`config.mk`:
```
export PLATFORM = sky130hd
export DESIGN_NAME = length_header_frame_splitter_flat
export DESIGN_NICKNAME = d
export VERILOG_FILES = /design/src/rtl/core/lhfs_pkg.sv /design/src/rtl/core/lhfs_stream_if.sv /design/src/rtl/core/length_header_frame_splitter.sv /design/src/flat_wrapper.sv
export SDC_FILE = /design/constraint.sdc
export NUM_CORES = 1
export LEC_CHECK = 0
export BUFFER_PORTS_ARGS = -buffer_cell sky130_fd_sc_hd__buf_4
export CAP_MARGIN = 25
export CORE_ASPECT_RATIO = 0.75
export CORE_UTILIZATION = 45
export CTS_CLUSTER_DIAMETER = 50
export DETAILED_ROUTE_END_ITERATION = 8
export RECOVER_POWER = 100
export SYNTH_ARGS = -nofsm -noshare
export SYNTH_HDL_FRONTEND = slang
export SYNTH_SLANG_ARGS = --single-unit
export TNS_END_PERCENT = 30
```
`constraint.sdc`:
```
create_clock -name i_clk -period 3.7 [get_ports i_clk]
set_input_delay 0.74 -clock i_clk [delete_from_list [all_inputs] [get_ports i_clk]]
set_output_delay 0.74 -clock i_clk [all_outputs]
set_load 0.05 [all_outputs]
```
`src/rtl/core/lhfs_pkg.sv`:
```
// Shared types and constants of the length-header frame splitter.
package lhfs_pkg;

    localparam int TransferBytesDef = 2048;
    localparam int LenW = 11;
    localparam int PosFullW = 12;
    localparam logic [LenW-1:0] SizeMask = 11'h7FF;

    typedef struct packed {
        logic [7:0] rx_byte;
        logic       transfer_end;
    } t_rx_item;

    typedef struct packed {
        logic [LenW-1:0] frame_offset;
        logic [LenW-1:0] frame_length;
    } t_frame_item;

endpackage

```
`src/rtl/core/lhfs_stream_if.sv`:
```
// Valid/ready stream interface that carries one payload per transaction.
interface lhfs_stream_if #(
    parameter type t_payload = logic
);
    logic     valid;
    logic     ready;
    t_payload payload;

    modport source (output valid, output payload, input ready);
    modport sink (input valid, input payload, output ready);
endinterface

```
`src/rtl/core/length_header_frame_splitter.sv`:
```
// Top level of the length-header frame splitter: header check, payload count, descriptor output.
// The transaction carrying the last payload byte registers its descriptor into the output stage.
// Throughput: one byte per cycle; a two-entry output stage keeps the input open while a
// descriptor waits, so the input stalls only when both entries are full.
// Reset: synchronous, active low; clears the parse state and empties the output stage.
// The marked last byte of a transfer also returns the parse state to its reset value.
module length_header_frame_splitter
    import lhfs_pkg::*;
#(
    parameter int TRANSFER_BYTES = TransferBytesDef
) (
    input  logic          i_clk,
    input  logic          i_rst_n,
    lhfs_stream_if.sink   i_rx,
    lhfs_stream_if.source o_frame
);

    localparam int PosW = $clog2(TRANSFER_BYTES + 1);
    localparam logic [PosW-1:0] PosLimit = PosW'(TRANSFER_BYTES);

    localparam logic [1:0] PhHeader  = 2'd0;
    localparam logic [1:0] PhPayload = 2'd1;
    localparam logic [1:0] PhPad     = 2'd2;
    localparam logic [1:0] PhDiscard = 2'd3;

    logic [1:0]      r_phase, n_phase;
    logic [1:0]      r_hdr_cnt, n_hdr_cnt;
    logic [LenW-1:0] r_hdr_lo, n_hdr_lo;
    logic [7:0]      r_hdr_b2, n_hdr_b2;
    logic [LenW-1:0] r_cur_len, n_cur_len;
    logic [LenW-1:0] r_remain, n_remain;
    logic [LenW-1:0] r_start, n_start;
    logic [PosW-1:0] r_pos, n_pos;

    t_frame_item r_out, r_skid;
    logic        r_out_valid, r_skid_valid;

    logic            w_accept;
    logic            w_out_fire;
    logic            w_res_valid;
    t_frame_item     w_res;
    logic [LenW-1:0] w_chk;
    logic [LenW-1:0] w_rem_dec;
    logic [PosW-1:0] w_pos_inc;

    assign w_accept   = i_rx.valid && i_rx.ready;
    assign w_out_fire = r_out_valid && o_frame.ready;
    assign i_rx.ready = !r_skid_valid;
    assign o_frame.valid   = r_out_valid;
    assign o_frame.payload = r_out;

    assign w_chk     = ~{i_rx.payload.rx_byte[2:0], r_hdr_b2};
    assign w_rem_dec = r_remain - LenW'(1);
    assign w_pos_inc = r_pos + PosW'(1);

    always_comb begin
        n_phase     = r_phase;
        n_hdr_cnt   = r_hdr_cnt;
        n_hdr_lo    = r_hdr_lo;
        n_hdr_b2    = r_hdr_b2;
        n_cur_len   = r_cur_len;
        n_remain    = r_remain;
        n_start     = r_start;
        n_pos       = r_pos;
        w_res_valid = 1'b0;
        w_res.frame_offset = r_start;
        w_res.frame_length = r_cur_len;
        if (r_pos >= PosLimit) begin
            n_phase = PhDiscard;
        end else begin
            case (r_phase)
                PhHeader: begin
                    case (r_hdr_cnt)
                        2'd0: begin
                            n_hdr_lo[7:0] = i_rx.payload.rx_byte;
                            n_hdr_cnt     = 2'd1;
                        end
                        2'd1: begin
                            n_hdr_lo[LenW-1:8] = i_rx.payload.rx_byte[2:0];
                            n_hdr_cnt          = 2'd2;
                        end
                        2'd2: begin
                            n_hdr_b2  = i_rx.payload.rx_byte;
                            n_hdr_cnt = 2'd3;
                        end
                        default: begin
                            n_hdr_cnt = 2'd0;
                            n_hdr_lo  = '0;
                            n_hdr_b2  = '0;
                            if (r_hdr_lo != w_chk || r_hdr_lo == '0) begin
                                n_phase = PhDiscard;
                            end else begin
                                n_cur_len = r_hdr_lo;
                                n_remain  = r_hdr_lo;
                                n_start   = LenW'(PosFullW'(w_pos_inc)) & SizeMask;
                                n_phase   = PhPayload;
                            end
                        end
                    endcase
                end
                PhPayload: begin
                    n_remain = w_rem_dec;
                    if (w_rem_dec == '0) begin
                        w_res_valid = 1'b1;
                        n_phase     = r_cur_len[0] ? PhPad : PhHeader;
                    end
                end
                PhPad: begin
                    n_phase = PhHeader;
                end
                default: begin
                    n_phase = r_phase;
                end
            endcase
            n_pos = w_pos_inc;
        end
        if (i_rx.payload.transfer_end) begin
            n_phase   = PhHeader;
            n_hdr_cnt = '0;
            n_hdr_lo  = '0;
            n_hdr_b2  = '0;
            n_cur_len = '0;
            n_remain  = '0;
            n_start   = '0;
            n_pos     = '0;
        end
    end

    always_ff @(posedge i_clk) begin
        if (!i_rst_n) begin
            r_phase   <= PhHeader;
            r_hdr_cnt <= '0;
            r_hdr_lo  <= '0;
            r_hdr_b2  <= '0;
            r_cur_len <= '0;
            r_remain  <= '0;
            r_start   <= '0;
            r_pos     <= '0;
        end else if (w_accept) begin
            r_phase   <= n_phase;
            r_hdr_cnt <= n_hdr_cnt;
            r_hdr_lo  <= n_hdr_lo;
            r_hdr_b2  <= n_hdr_b2;
            r_cur_len <= n_cur_len;
            r_remain  <= n_remain;
            r_start   <= n_start;
            r_pos     <= n_pos;
        end
    end

    always_ff @(posedge i_clk) begin
        if (!i_rst_n) begin
            r_out_valid  <= 1'b0;
            r_skid_valid <= 1'b0;
        end else if (r_skid_valid) begin
            if (w_out_fire) begin
                r_out_valid  <= 1'b1;
                r_skid_valid <= 1'b0;
            end
        end else if (w_accept && w_res_valid) begin
            if (!r_out_valid || w_out_fire) begin
                r_out_valid <= 1'b1;
            end else begin
                r_skid_valid <= 1'b1;
            end
        end else if (w_out_fire) begin
            r_out_valid <= 1'b0;
        end
    end

    always_ff @(posedge i_clk) begin
        if (r_skid_valid) begin
            if (w_out_fire) begin
                r_out <= r_skid;
            end
        end else if (w_accept && w_res_valid) begin
            if (!r_out_valid || w_out_fire) begin
                r_out <= w_res;
            end else begin
                r_skid <= w_res;
            end
        end
    end

endmodule

```
`src/flat_wrapper.sv`:
```
// flat-port wrapper written by rule: the top's interface ports become plain ports
module length_header_frame_splitter_flat import lhfs_pkg::*;
#(
    parameter int TRANSFER_BYTES = TransferBytesDef
)
  (i_clk, i_rst_n, i_rx_valid, i_rx_payload, i_rx_ready, o_frame_valid, o_frame_payload, o_frame_ready);
  lhfs_stream_if #(.t_payload(t_rx_item)) i_rx_i ();
  lhfs_stream_if #(.t_payload(t_frame_item)) o_frame_i ();
  input  logic i_clk;
  input  logic i_rst_n;
  input wire logic [$bits(i_rx_i.valid)-1:0] i_rx_valid;
  input wire logic [$bits(i_rx_i.payload)-1:0] i_rx_payload;
  output wire logic [$bits(i_rx_i.ready)-1:0] i_rx_ready;
  output wire logic [$bits(o_frame_i.valid)-1:0] o_frame_valid;
  output wire logic [$bits(o_frame_i.payload)-1:0] o_frame_payload;
  input wire logic [$bits(o_frame_i.ready)-1:0] o_frame_ready;
  assign i_rx_i.valid = i_rx_valid;
  assign i_rx_i.payload = i_rx_payload;
  assign i_rx_ready = i_rx_i.ready;
  assign o_frame_valid = o_frame_i.valid;
  assign o_frame_payload = o_frame_i.payload;
  assign o_frame_i.ready = o_frame_ready;
  length_header_frame_splitter #(.TRANSFER_BYTES(TRANSFER_BYTES)) u_core (.i_clk(i_clk), .i_rst_n(i_rst_n), .i_rx(i_rx_i), .o_frame(o_frame_i));
endmodule
```
# Word level (Yosys, flattened, before mapping)
# Cells that the tools add are included.
[op_classes]
n_addsub = 2
magnitude_cmp = 1
n_eq_ne = 17
mux = 51
bitwise = 3
n_reduce_logical = 32
[op_table]
columns = ["operator", "n"]
rows = [
  ["11-bit 2-to-1 mux", 15],
  ["22-bit 2-to-1 mux", 4],
  ["8-bit case mux with 2 select lines", 2],
  ["12-bit 2-to-1 mux", 2],
  ["8-bit 2-to-1 mux", 3],
  ["11-bit logical NOT", 2],
  ["11-bit case mux with 2 select lines", 1],
  ["2-bit 2-to-1 mux", 9],
  ["4-bit AND reduction", 4],
  ["12-bit by 1-bit adder with 12-bit output, second input constant", 1],
  ["12-bit greater-or-equal comparator, second input constant", 1],
  ["1-bit 2-to-1 mux", 12],
  ["2-bit case mux with 3 select lines", 2],
  ["3-bit AND reduction", 4],
  ["11-bit inequality test", 1],
  ["11-bit NOT", 1],
  ["11-bit by 1-bit subtractor with 11-bit output, second input constant", 1],
  ["5-bit AND reduction", 2],
  ["2-bit by 1-bit inequality test with 1-bit output, second input constant", 4],
  ["2-bit nonzero test", 4],
  ["2-bit inequality test, second input constant", 3],
  ["3-bit inequality test, second input constant", 2],
  ["3-bit case mux with 2 select lines", 1],
  ["2-bit OR reduction", 3],
  ["14 further kinds", 22],
]
[word_totals]
reg_bits = 114
input_bits = 13
elab_cells = 121

# Logic depth before layout (Yosys ltp)
# Gate-level depths: netlist of run 1.
[logic_depth]
word_depth = 8
depth_mapped = 9

# Worst setup path before layout of run 1
# Ideal clock, no wire load.
[synth_path]
path_type = "input -> register"
from = "in i_rx_valid"
to = "reg u_core.r_skid[0] in the netlist's numbering (enable)"
setup_ps = 429
arrival_ps = 3107
slack_ps = 164
path_stages = 6
path_cell_list = "nor2b_1 buf_2 nand4_1 nor4_2 nand4b_4 nor3_1"
[synth_via]
elab_chain_cells = 3
[synth_lines]
columns = ["element", "line_no", "source"]
rows = [
  ["from (decl)", "flat_wrapper.sv:11", "input wire logic [$bits(i_rx_i.valid)-1:0] i_rx_valid;"],
  ["1-bit logical AND", "length_header_frame_splitter.sv:46", "assign w_accept = i_rx.valid && i_rx.ready;"],
  ["1-bit logical AND", "length_header_frame_splitter.sv:176", "end else if (w_accept && w_res_valid) begin"],
  ["3-bit AND reduction (no source line)", "--", ""],
  ["to (signal assigned)", "length_header_frame_splitter.sv:180", "r_skid <= w_res;"],
  ["to (decl)", "length_header_frame_splitter.sv:35", "t_frame_item r_out, r_skid;"],
]
# No other way between the ends.
# A chain may end at the register's enable or synchronous reset.

# Worst setup path in the final report of run 1
[layout_path]
from = "reg u_core.r_skid_valid"
to = "out i_rx_ready"
[layout_via]
elab_chain_cells = 1
[layout_lines]
columns = ["element", "line_no", "source"]
rows = [
  ["from (decl)", "length_header_frame_splitter.sv:36", "logic r_out_valid, r_skid_valid;"],
  ["from (signal assigned)", "length_header_frame_splitter.sv:154", "r_skid_valid <= 1'b0;"],
  ["from (signal assigned)", "length_header_frame_splitter.sv:158", "r_skid_valid <= 1'b0;"],
  ["from (signal assigned)", "length_header_frame_splitter.sv:164", "r_skid_valid <= 1'b1;"],
  ["1-bit logical NOT", "length_header_frame_splitter.sv:48", "assign i_rx.ready = !r_skid_valid;"],
  ["to (decl)", "flat_wrapper.sv:13", "output wire logic [$bits(i_rx_i.ready)-1:0] i_rx_ready;"],
]
# No other way between the ends.

==> results of run 1 <==
==> area by class of cell <==
cell class	count	area [sq um]	area share
multi-input combinational	314	2200	0.367
tap	140	175	0.0291
inverter	16	73.8	0.0123
clock buffer	18	439	0.0730
sequential	114	2720	0.453
timing repair buffer	42	223	0.0370
clock inverter	14	176	0.0293
==> power by group <==
group / leakage (nW) / internal (mW) / total [mW] / switching, mW
combinational: 1.04 / 0.0626 / 0.165 / 0.102
sequential: 1.03 / 1.31 / 1.32 / 0.0174
clock: 0.300 / 1.09 / 1.69 / 0.601
==> synth_stat cells, drive strengths merged (2+ instances only) <==
cell type	n	area, sq um
nor2b	5	31.3
nor3b	2	20.0
ha	11	138
dfxtp	70	1400
o21ai	14	73.8
o31a	2	18.8
edfxtp	44	1320
o31ai	2	20.0
nand3b	2	15.0
nand2	29	109
a21boi	3	22.5
nor2	43	164
a21o	3	22.5
xnor2	9	78.8
nor4	7	77.6
xor2	19	174
mux2	22	248
o21a	3	22.5
clkbuf	14	56.3
and3	6	37.5
mux2i	13	130
a21oi	31	159
nand3	19	95.1
a31oi	5	46.3
and2	2	12.5
or3	4	25.0
nand4	6	37.5
buf	13	95.1
nor3	6	30.0
a211oi	7	57.6
nor4b	2	38.8
inv	14	52.6
a22o	29	254
==> worst min path at each step <==
stage                                   end  depth (start not counted)
final                      u_core.r_skid[5]                          0
after global routing       u_core.r_skid[5]                          0
after CTS                  u_core.r_skid[5]                          0
after detailed placement   u_core.r_skid[5]                          0
after global placement    u_core.r_skid[18]                          0
after floorplan           u_core.r_skid[21]                          0
==> kinds of logic (layout without fill, tap and decap cells) <==
group,Yosys count,in the layout,share of synthesized area
fa+ha+maj,11,11,0.0265
mux,35,35,0.0726
compound gates,104,104,0.144
flops,114,114,0.523
simple gates,136,136,0.142
buf+inv,43,90,0.0433
xor+xnor,28,28,0.0486
==> registers in the layout, summed over array words and instances (netlist names) <==
signal / cells
u_core.r_cur_len: 11
u_core.o_frame.payload: 22
u_core.r_skid: 22
u_core.r_hdr_lo: 11
u_core.r_hdr_cnt: 2
u_core.r_hdr_b2: 8
u_core.r_remain: 11
u_core.o_frame.valid: 1
u_core.r_pos: 12
u_core.r_phase: 2
u_core.r_skid_valid: 1
u_core.r_start: 11
==> worst register-to-register path: cells and delay by family, from the launching register on <==
kind	cells	cell delay (ns)
compound gates	1	0.19
xor+xnor	1	0.37
fa+ha+maj	1	0.18
buf+inv	2	0.38
flops	1	0.35
simple gates	3	1.13
==> stage by stage <==
step	instance area (sq um)	util	hold WS, ns	power (mW)	worst slack, ns
after floorplan	5200	-	0.417	1.48	0.164
after global placement	5550	0.500	0.444	1.52	1.17
after detailed placement	5550	0.500	0.448	1.52	1.14
after CTS	6170	0.555	0.461	3.21	1.20
after global routing	6010	0.542	0.469	3.28	0.508
final	6010	0.542	0.460	3.17	0.691
==> cell usage in the layout, fill, tap and decap left out, types with 5 or more instances in the layout <==
cell type / n
mux2_1: 19
a211oi_1: 6
a21oi_1: 31
xor2_1: 19
and3_1: 6
o21ai_0: 9
dfxtp_1: 70
xnor2_1: 9
nor3_1: 5
nand4_1: 6
clkbuf_16: 17
inv_1: 12
clkbuf_1: 24
nor2_1: 43
buf_4: 17
nand3_1: 19
ha_1: 11
nand2_1: 29
mux2i_1: 13
inv_6: 5
edfxtp_1: 44
a22o_1: 29
nor2b_1: 5
==> metal layers <==
layer,track usage,vias up
met5,0,-
met4,0.0733,0
met3,0.0550,11
met2,0.279,62
met1,0.274,1700
li1,-,1789
==> metrics, run 1 <==
fillcell total 954; Post-CTS Hold Buffers 0; Slew @ Worst Pin 1.64 ns; first-pass GRT wire length 17.7 mm; RR Startpoint u_core.r_remain[0]; core area 11100 sq um; CTS Buf Count 17; reg2reg setup slack 0.77 ns; Total Routed Length 10.8 mm; Sink Count 114; Worst Path Max Fanout 24; final hold viol count 0; Critical path destination i_rx_ready; worst vdd ir 0.351 mV; Crit Path Class reg -> out; Crit path required time 2.96 ns; Syn Inst Count 471; drt first-iter violations 233; slowest cell delay on critical path 0.98 ns; Max-slew headroom -0.0957; Placed Cells 626; Tmin final 3.01 ns; Synth Warn # 0; Arr. time, crit path 2.27 ns; R2R depth 8; post-CTS resize count 0; met2 wire len 4.44 mm; antenna violations before repair 0; die height 95.1 um; fin. max-slew vios 22; diode count 0; CTS tree yes; Synth Flop Type dfxtp_1; all-layer global routing usage 0.194; largest net degree at the start of global routing 39; Post-synth EDFFs 44; DR DRC count 0; start point of the worst hold path u_core.r_cur_len[5]; slowest cell on the critical path clkbuf_1; Post-DP HPWL 7.13 mm; CP delay by family, top buffers and inverters; gpl congestion 0.807; vias in the first global route 3353; htree depth 4; grt total ovfl 0; wl on met1 5.84 mm; fmax 332 MHz; max-cap violation count 1; CP startpoint u_core.r_skid_valid; DR vias 3562; metal3 WL 386 um; setup bufs post-CTS 0; Leakage Power 2.37 nW; CP Depth 3; Die Area 12000 sq um; final setup vio count 0; CTS max path bufs 2; post-route ant nets 0; synthesized area 5200 sq um; WL per Instance 16.4 um; crit path capture type output pin; RSZ-0062 raised after global routing false; final net count 529; # IOs 37; period utilisation layout 0.813; status complete, but fails checks; Non-Filler Instances 658; fraction of registers with async set/reset 0; RR Endpoint u_core.o_frame.payload[2]; WP buf/inv 3; Clock Latency Late Sink 0.41 ns; vias per inst 5.41; FF+latch count, synth 114; syn nets 495; PwrDens 528 nW/um^2; synth unique cells 63; ratio of cells with drive above 1 in the final layout 0.129; clock-pin slew on the worst setup and hold paths 0.06 ns; Die Wd 126 um; sequential share of the synthesized area 0.523; Initial Utilization 0.468; CTS root buf clkbuf_16; Initial DRT Pass Iterations 4; Layout Skew 0.00802 ns; DR top layer met4; critical-path cell list clkbuf_1 -> bufinv_8 -> buf_4; startpoint types flop; area grow syn2layout 15.6%; IO buf count 36; # rows 33; Mean Syn Cell Area 11.0 sq um; failing checks capacitance limit, slew limit; Post-Route Setup TNS 0 ns; HP Class reg -> reg
(Power assumes the default switching activity.)
==> run 2: changes to the inputs <==
==> constraint.sdc (replaced) <==
create_clock -name i_clk -period 3.1 [get_ports i_clk]
set_input_delay 0.62 -clock i_clk [delete_from_list [all_inputs] [get_ports i_clk]]
set_output_delay 0.62 -clock i_clk [all_outputs]
set_load 0.05 [all_outputs]
==> metrics, run 2 (synthesized netlist as in run 1, its figures left out) <==
final setup vio count 0 (unchanged); drt first-iter violations 310 (+33%); startpoint types flop; post-CTS resize count 0 (unchanged); gpl congestion 0.822 (+1.8%); ratio of cells with drive above 1 in the final layout 0.133 (+0.00386); antenna violations before repair 0 (unchanged); Total Routed Length 10.9 mm (+0.84%); Arr. time, crit path 2.77 ns (+0.50 ns); final hold viol count 0 (unchanged); core area 11100 sq um (unchanged); worst vdd ir 0.311 mV (-11%); failing checks capacitance limit, slew limit; Placed Cells 626 (unchanged); Post-DP HPWL 7.31 mm (+2.6%); CTS Buf Count 17 (unchanged); htree depth 4 (unchanged); Clock Latency Late Sink 0.41 ns (about the same); Tmin final 2.69 ns; first-pass GRT wire length 17.9 mm (+1.1%); Die Wd 126 um (unchanged); met2 usage 0.272 (-0.00737); Sink Count 114 (unchanged); Crit path required time 3.18 ns (+0.22 ns); GRT met3 Usage 0.0578 (+0.00281); Slew @ Worst Pin 1.52 ns (-0.122 ns); clock-pin slew on the worst setup and hold paths 0.05 ns (about the same); fin. max-slew vios 15 (-32%); WL per Instance 16.5 um (+0.84%); # rows 33 (unchanged); HP Class in -> reg; status complete, but fails checks; CTS max path bufs 2 (unchanged); max-cap violation count 1 (unchanged); Post-Route Setup TNS 0 ns (unchanged); die height 95.1 um (unchanged); crit path capture type flop; Crit Path Class reg -> reg; Worst Path Max Fanout 22 (-8.3%); CTS root buf clkbuf_16; vias in the first global route 3290 (-1.9%); Max-slew headroom -0.0252 (+0.0705); CTS tree yes; vias per inst 5.39 (-0.42%); most common cell after layout, fill and taps aside dfxtp_1; period utilisation layout 0.868; Leakage Power 2.33 nW (-1.7%); Initial Utilization 0.468 (unchanged); # IOs 37 (unchanged); RSZ-0062 raised after global routing false; all-layer global routing usage 0.196 (+0.00192); most frequent cells in the layout dfxtp_1, edfxtp_1, nor2_1, a21oi_1; Die Area 12000 sq um (unchanged); Most Crowded Layer GR met1; DR DRC count 0 (unchanged); Layout Skew 0.00950 ns (+0.00148 ns); Non-Filler Instances 658 (unchanged); DR vias 3547 (-0.42%); IO buf count 36 (unchanged); largest net degree at the start of global routing 39 (unchanged); diode count 0 (unchanged); Initial DRT Pass Iterations 4 (unchanged); area grow syn2layout 15.2%; grt total ovfl 0 (unchanged); PwrDens 616 nW/um^2 (+17%); final net count 529 (unchanged); setup bufs post-CTS 0 (unchanged); post-route ant nets 0 (unchanged); fmax 372 MHz; Post-CTS Hold Buffers 0 (unchanged); grt met1 use 0.287 (+0.0128)
==> run 2: cell type report <==
| cell class | instances | area, sq um |
|---|---|---|
| Clock buffer | 18 | 439 |
| Inverter | 16 | 61.3 |
| Clock inverter | 14 | 155 |
| Multi-Input combinational cell | 314 | 2210 |
| Timing Repair Buffer | 42 | 229 |
| Fill cell | 978 | 5120 |
| Sequential cell | 114 | 2720 |
| Tap cell | 140 | 175 |
==> run 2: per-stage QoR <==
step	power, mW	util	area [sq um]	setup slack (ns)	hold WS, ns
detailed placement	1.81	0.500	5550	0.568	0.448
floorplan	1.76	-	5210	-0.0419	0.417
CTS	3.73	0.553	6150	0.561	0.428
finish	3.69	0.539	5990	0.410	0.442
global route	3.83	0.539	5990	0.199	0.428
global placement	1.81	0.500	5550	0.657	0.440
==> run 2: critical path, stage by stage, from the launching register on <==
cell and delay (ns):
dfxtp_1 0.36, inv_1 0.08, ha_1 0.19, nor4b_2 0.45
nand3_1 0.16, xor2_1 0.27, nand4b_1 0.29, a2bb2oi_1 0.24
buf_4 0.32
==> run 2: report_power, final <==
group | switching [mW] | internal, mW | leakage (nW)
Clock | 0.700 | 1.21 | 0.289
Combinational | 0.122 | 0.0764 | 1.02
Sequential | 0.0211 | 1.56 | 1.02
==> run 2: final timing paths <==
path         slack (ns)                         end  cells past startpoint                start
max reg2reg        0.41  u_core.o_frame.payload[12]                      8   u_core.r_remain[0]
min reg2reg        0.46            u_core.r_skid[5]                      0  u_core.r_cur_len[5]
max                0.41  u_core.o_frame.payload[12]                      8   u_core.r_remain[0]
min                0.44          u_core.r_hdr_lo[5]                      2      i_rx_payload[6]
==> run 2: metal layers <==
metal,up-vias,share of wire
met3,12,0.049
met5,-,0
met2,91,0.40
li1,1789,-
met1,1655,0.54
met4,0,0.010
==> run 3: changes to the inputs <==
--- a/config.mk
+++ b/config.mk
@@ -12,6 +12,7 @@
 export CTS_CLUSTER_DIAMETER = 50
 export DETAILED_ROUTE_END_ITERATION = 8
 export RECOVER_POWER = 100
+export REMOVE_ABC_BUFFERS = 1
 export SYNTH_ARGS = -nofsm -noshare
 export SYNTH_HDL_FRONTEND = slang
 export SYNTH_SLANG_ARGS = --single-unit
==> metrics, run 3 (synthesized netlist as in run 1, its figures left out) <==
final hold viol count 0 (unchanged); fmax 360 MHz (-3.1%); Initial Utilization 0.468 (unchanged); Clock Latency Late Sink 0.41 ns (about the same); diode count 0 (unchanged); Sequential Area 2720 sq um (unchanged); clock-pin slew on the worst setup and hold paths 0.05 ns (about the same); Max-slew headroom -0.0570 (-0.0318); IO buf count 36 (unchanged); worst vdd ir 0.405 mV (+30%); overall power 3.76 mW (+1.8%); final net count 528 (-0.19%); Sink Count 114 (unchanged); status complete, but fails checks; post-route ant nets 0 (unchanged); slowest cell delay on critical path 0.74 ns (+0.29 ns); gpl congestion 0.806 (-1.9%); die height 95.1 um (unchanged); most frequent cells in the layout dfxtp_1, edfxtp_1, nor2_1, a21oi_1; Post-CTS Hold Buffers 0 (unchanged); critical-path cell list xor2_1 -> nand4_1 -> nor4_1 -> a31o_1 -> mux2i_1 -> nor2_1; # IOs 37 (unchanged); vias in the first global route 3283 (-0.21%); ratio of cells with drive above 1 in the final layout 0.128 (-0.00555); DR DRC count 0 (unchanged); WL per Instance 17.1 um (+3.4%); Post-DP HPWL 7.36 mm (+0.70%); HP Class in -> reg; Initial DRT Pass Iterations 4 (unchanged); RSZ-0062 raised after global routing false; Slew @ Worst Pin 1.57 ns (+0.0472 ns); startpoint types flop; crit path capture type flop; failing checks capacitance limit, slew limit; Arr. time, crit path 3.04 ns (+0.27 ns); setup bufs post-CTS 0 (unchanged); Non-Filler Instances 657 (-0.15%); drt first-iter violations 260 (-16%); Tmin final 2.78 ns (+0.0854 ns); Die Wd 126 um (unchanged); Die Area 12000 sq um (unchanged); post-CTS resize count 0 (unchanged); fin. max-slew vios 15 (unchanged); max-cap violation count 1 (unchanged); Layout Skew 0.00919 ns (-0.000306 ns); Leakage Power 2.34 nW (+0.71%); all-layer global routing usage 0.200 (+0.00402); Crit path required time 3.37 ns (+0.19 ns); core area 11100 sq um (unchanged); Placed Cells 625 (-0.16%); htree depth 4 (unchanged); PwrDens 625 nW/um^2 (+1.5%); first-pass GRT wire length 18.2 mm (+1.9%); most common cell after layout, fill and taps aside dfxtp_1; DR vias 3629 (+2.3%); slowest cell on the critical path a31o_1; Total Routed Length 11.2 mm (+3.2%); largest net degree at the start of global routing 39 (unchanged); period utilisation layout 0.895 (+0.0275); CTS tree yes; multi-input logic area 2210 sq um (about the same); grt total ovfl 0 (unchanged); fillcell total 989 (+1.1%); Worst Path Max Fanout 13 (-41%); Crit Path Class reg -> reg; vias per inst 5.52 (+2.5%); # rows 33 (unchanged); antenna violations before repair 0 (unchanged); final setup vio count 0 (unchanged); CTS max path bufs 2 (unchanged); CTS root buf clkbuf_16; CTS Buf Count 17 (unchanged); area grow syn2layout 15.5%
[run 3: cell count changes in the layout (fill, tap and decap cells not counted), moves of 2 or more]
cell	previous run	this run
clkinvlp_4	1	4
clkinv_4	6	1
clkbuf_1	23	25
buf_4	19	17
[run 3: metrics by stage]
stage | setup TNS, ns | instance area (sq um) | hold WS (ns) | setup WS, ns | util
final | 0 | 6010 | 0.442 | 0.325 | 0.541
after global routing | 0 | 6010 | 0.437 | 0.157 | 0.541
after CTS | 0 | 6160 | 0.425 | 0.535 | 0.555
after detailed placement | 0 | 5560 | 0.444 | 0.342 | 0.500
after global placement | 0 | 5560 | 0.442 | 0.424 | 0.500
after floorplan | -14.55 | 5050 | 0.417 | -0.505 | -
[run 3: power breakdown]
group / switching (mW) / internal [mW]
logic: 0.125 / 0.0749
clock network: 0.690 / 1.29
registers: 0.0215 / 1.56
total: 0.837 / 2.92
[run 3: final cells by class]
type / count / share of cell area
repair buffers: 41 / 0.0390
well taps: 140 / 0.0292
multi-input cells: 314 / 0.368
clock buffers: 20 / 0.0744
clock inverters: 12 / 0.0260
flip-flops and latches: 114 / 0.453
inverters: 16 / 0.0102
[run 3: critical path: cells and delay by family, from the launching register on]
| kind | cells | cell delay [ns] |
|---|---|---|
| mux | 1 | 0.32 |
| xor+xnor | 1 | 0.18 |
| simple gates | 3 | 0.87 |
| compound gates | 1 | 0.74 |
| flops | 1 | 0.52 |
[run 3: metal layers]
| metal | global-route usage | part of all wire | up-vias |
|---|---|---|---|
| met5 | 0 | 0 | - |
| met4 | 0.0673 | 0.011 | 0 |
| met3 | 0.0494 | 0.051 | 14 |
| met2 | 0.275 | 0.42 | 99 |
| met1 | 0.300 | 0.52 | 1737 |
| li1 | - | - | 1779 |
[run 3: final timing paths]
check                           from            endpoint  slack (ns)  depth (start not counted)
setup / recovery  u_core.r_hdr_lo[3]  u_core.r_remain[4]        0.32                          6
hold / removal       i_rx_payload[6]  u_core.r_hdr_lo[5]        0.44                          2
setup reg to reg  u_core.r_hdr_lo[3]  u_core.r_remain[4]        0.32                          6
hold reg to reg    u_core.r_start[8]   u_core.r_skid[19]        0.45                          0
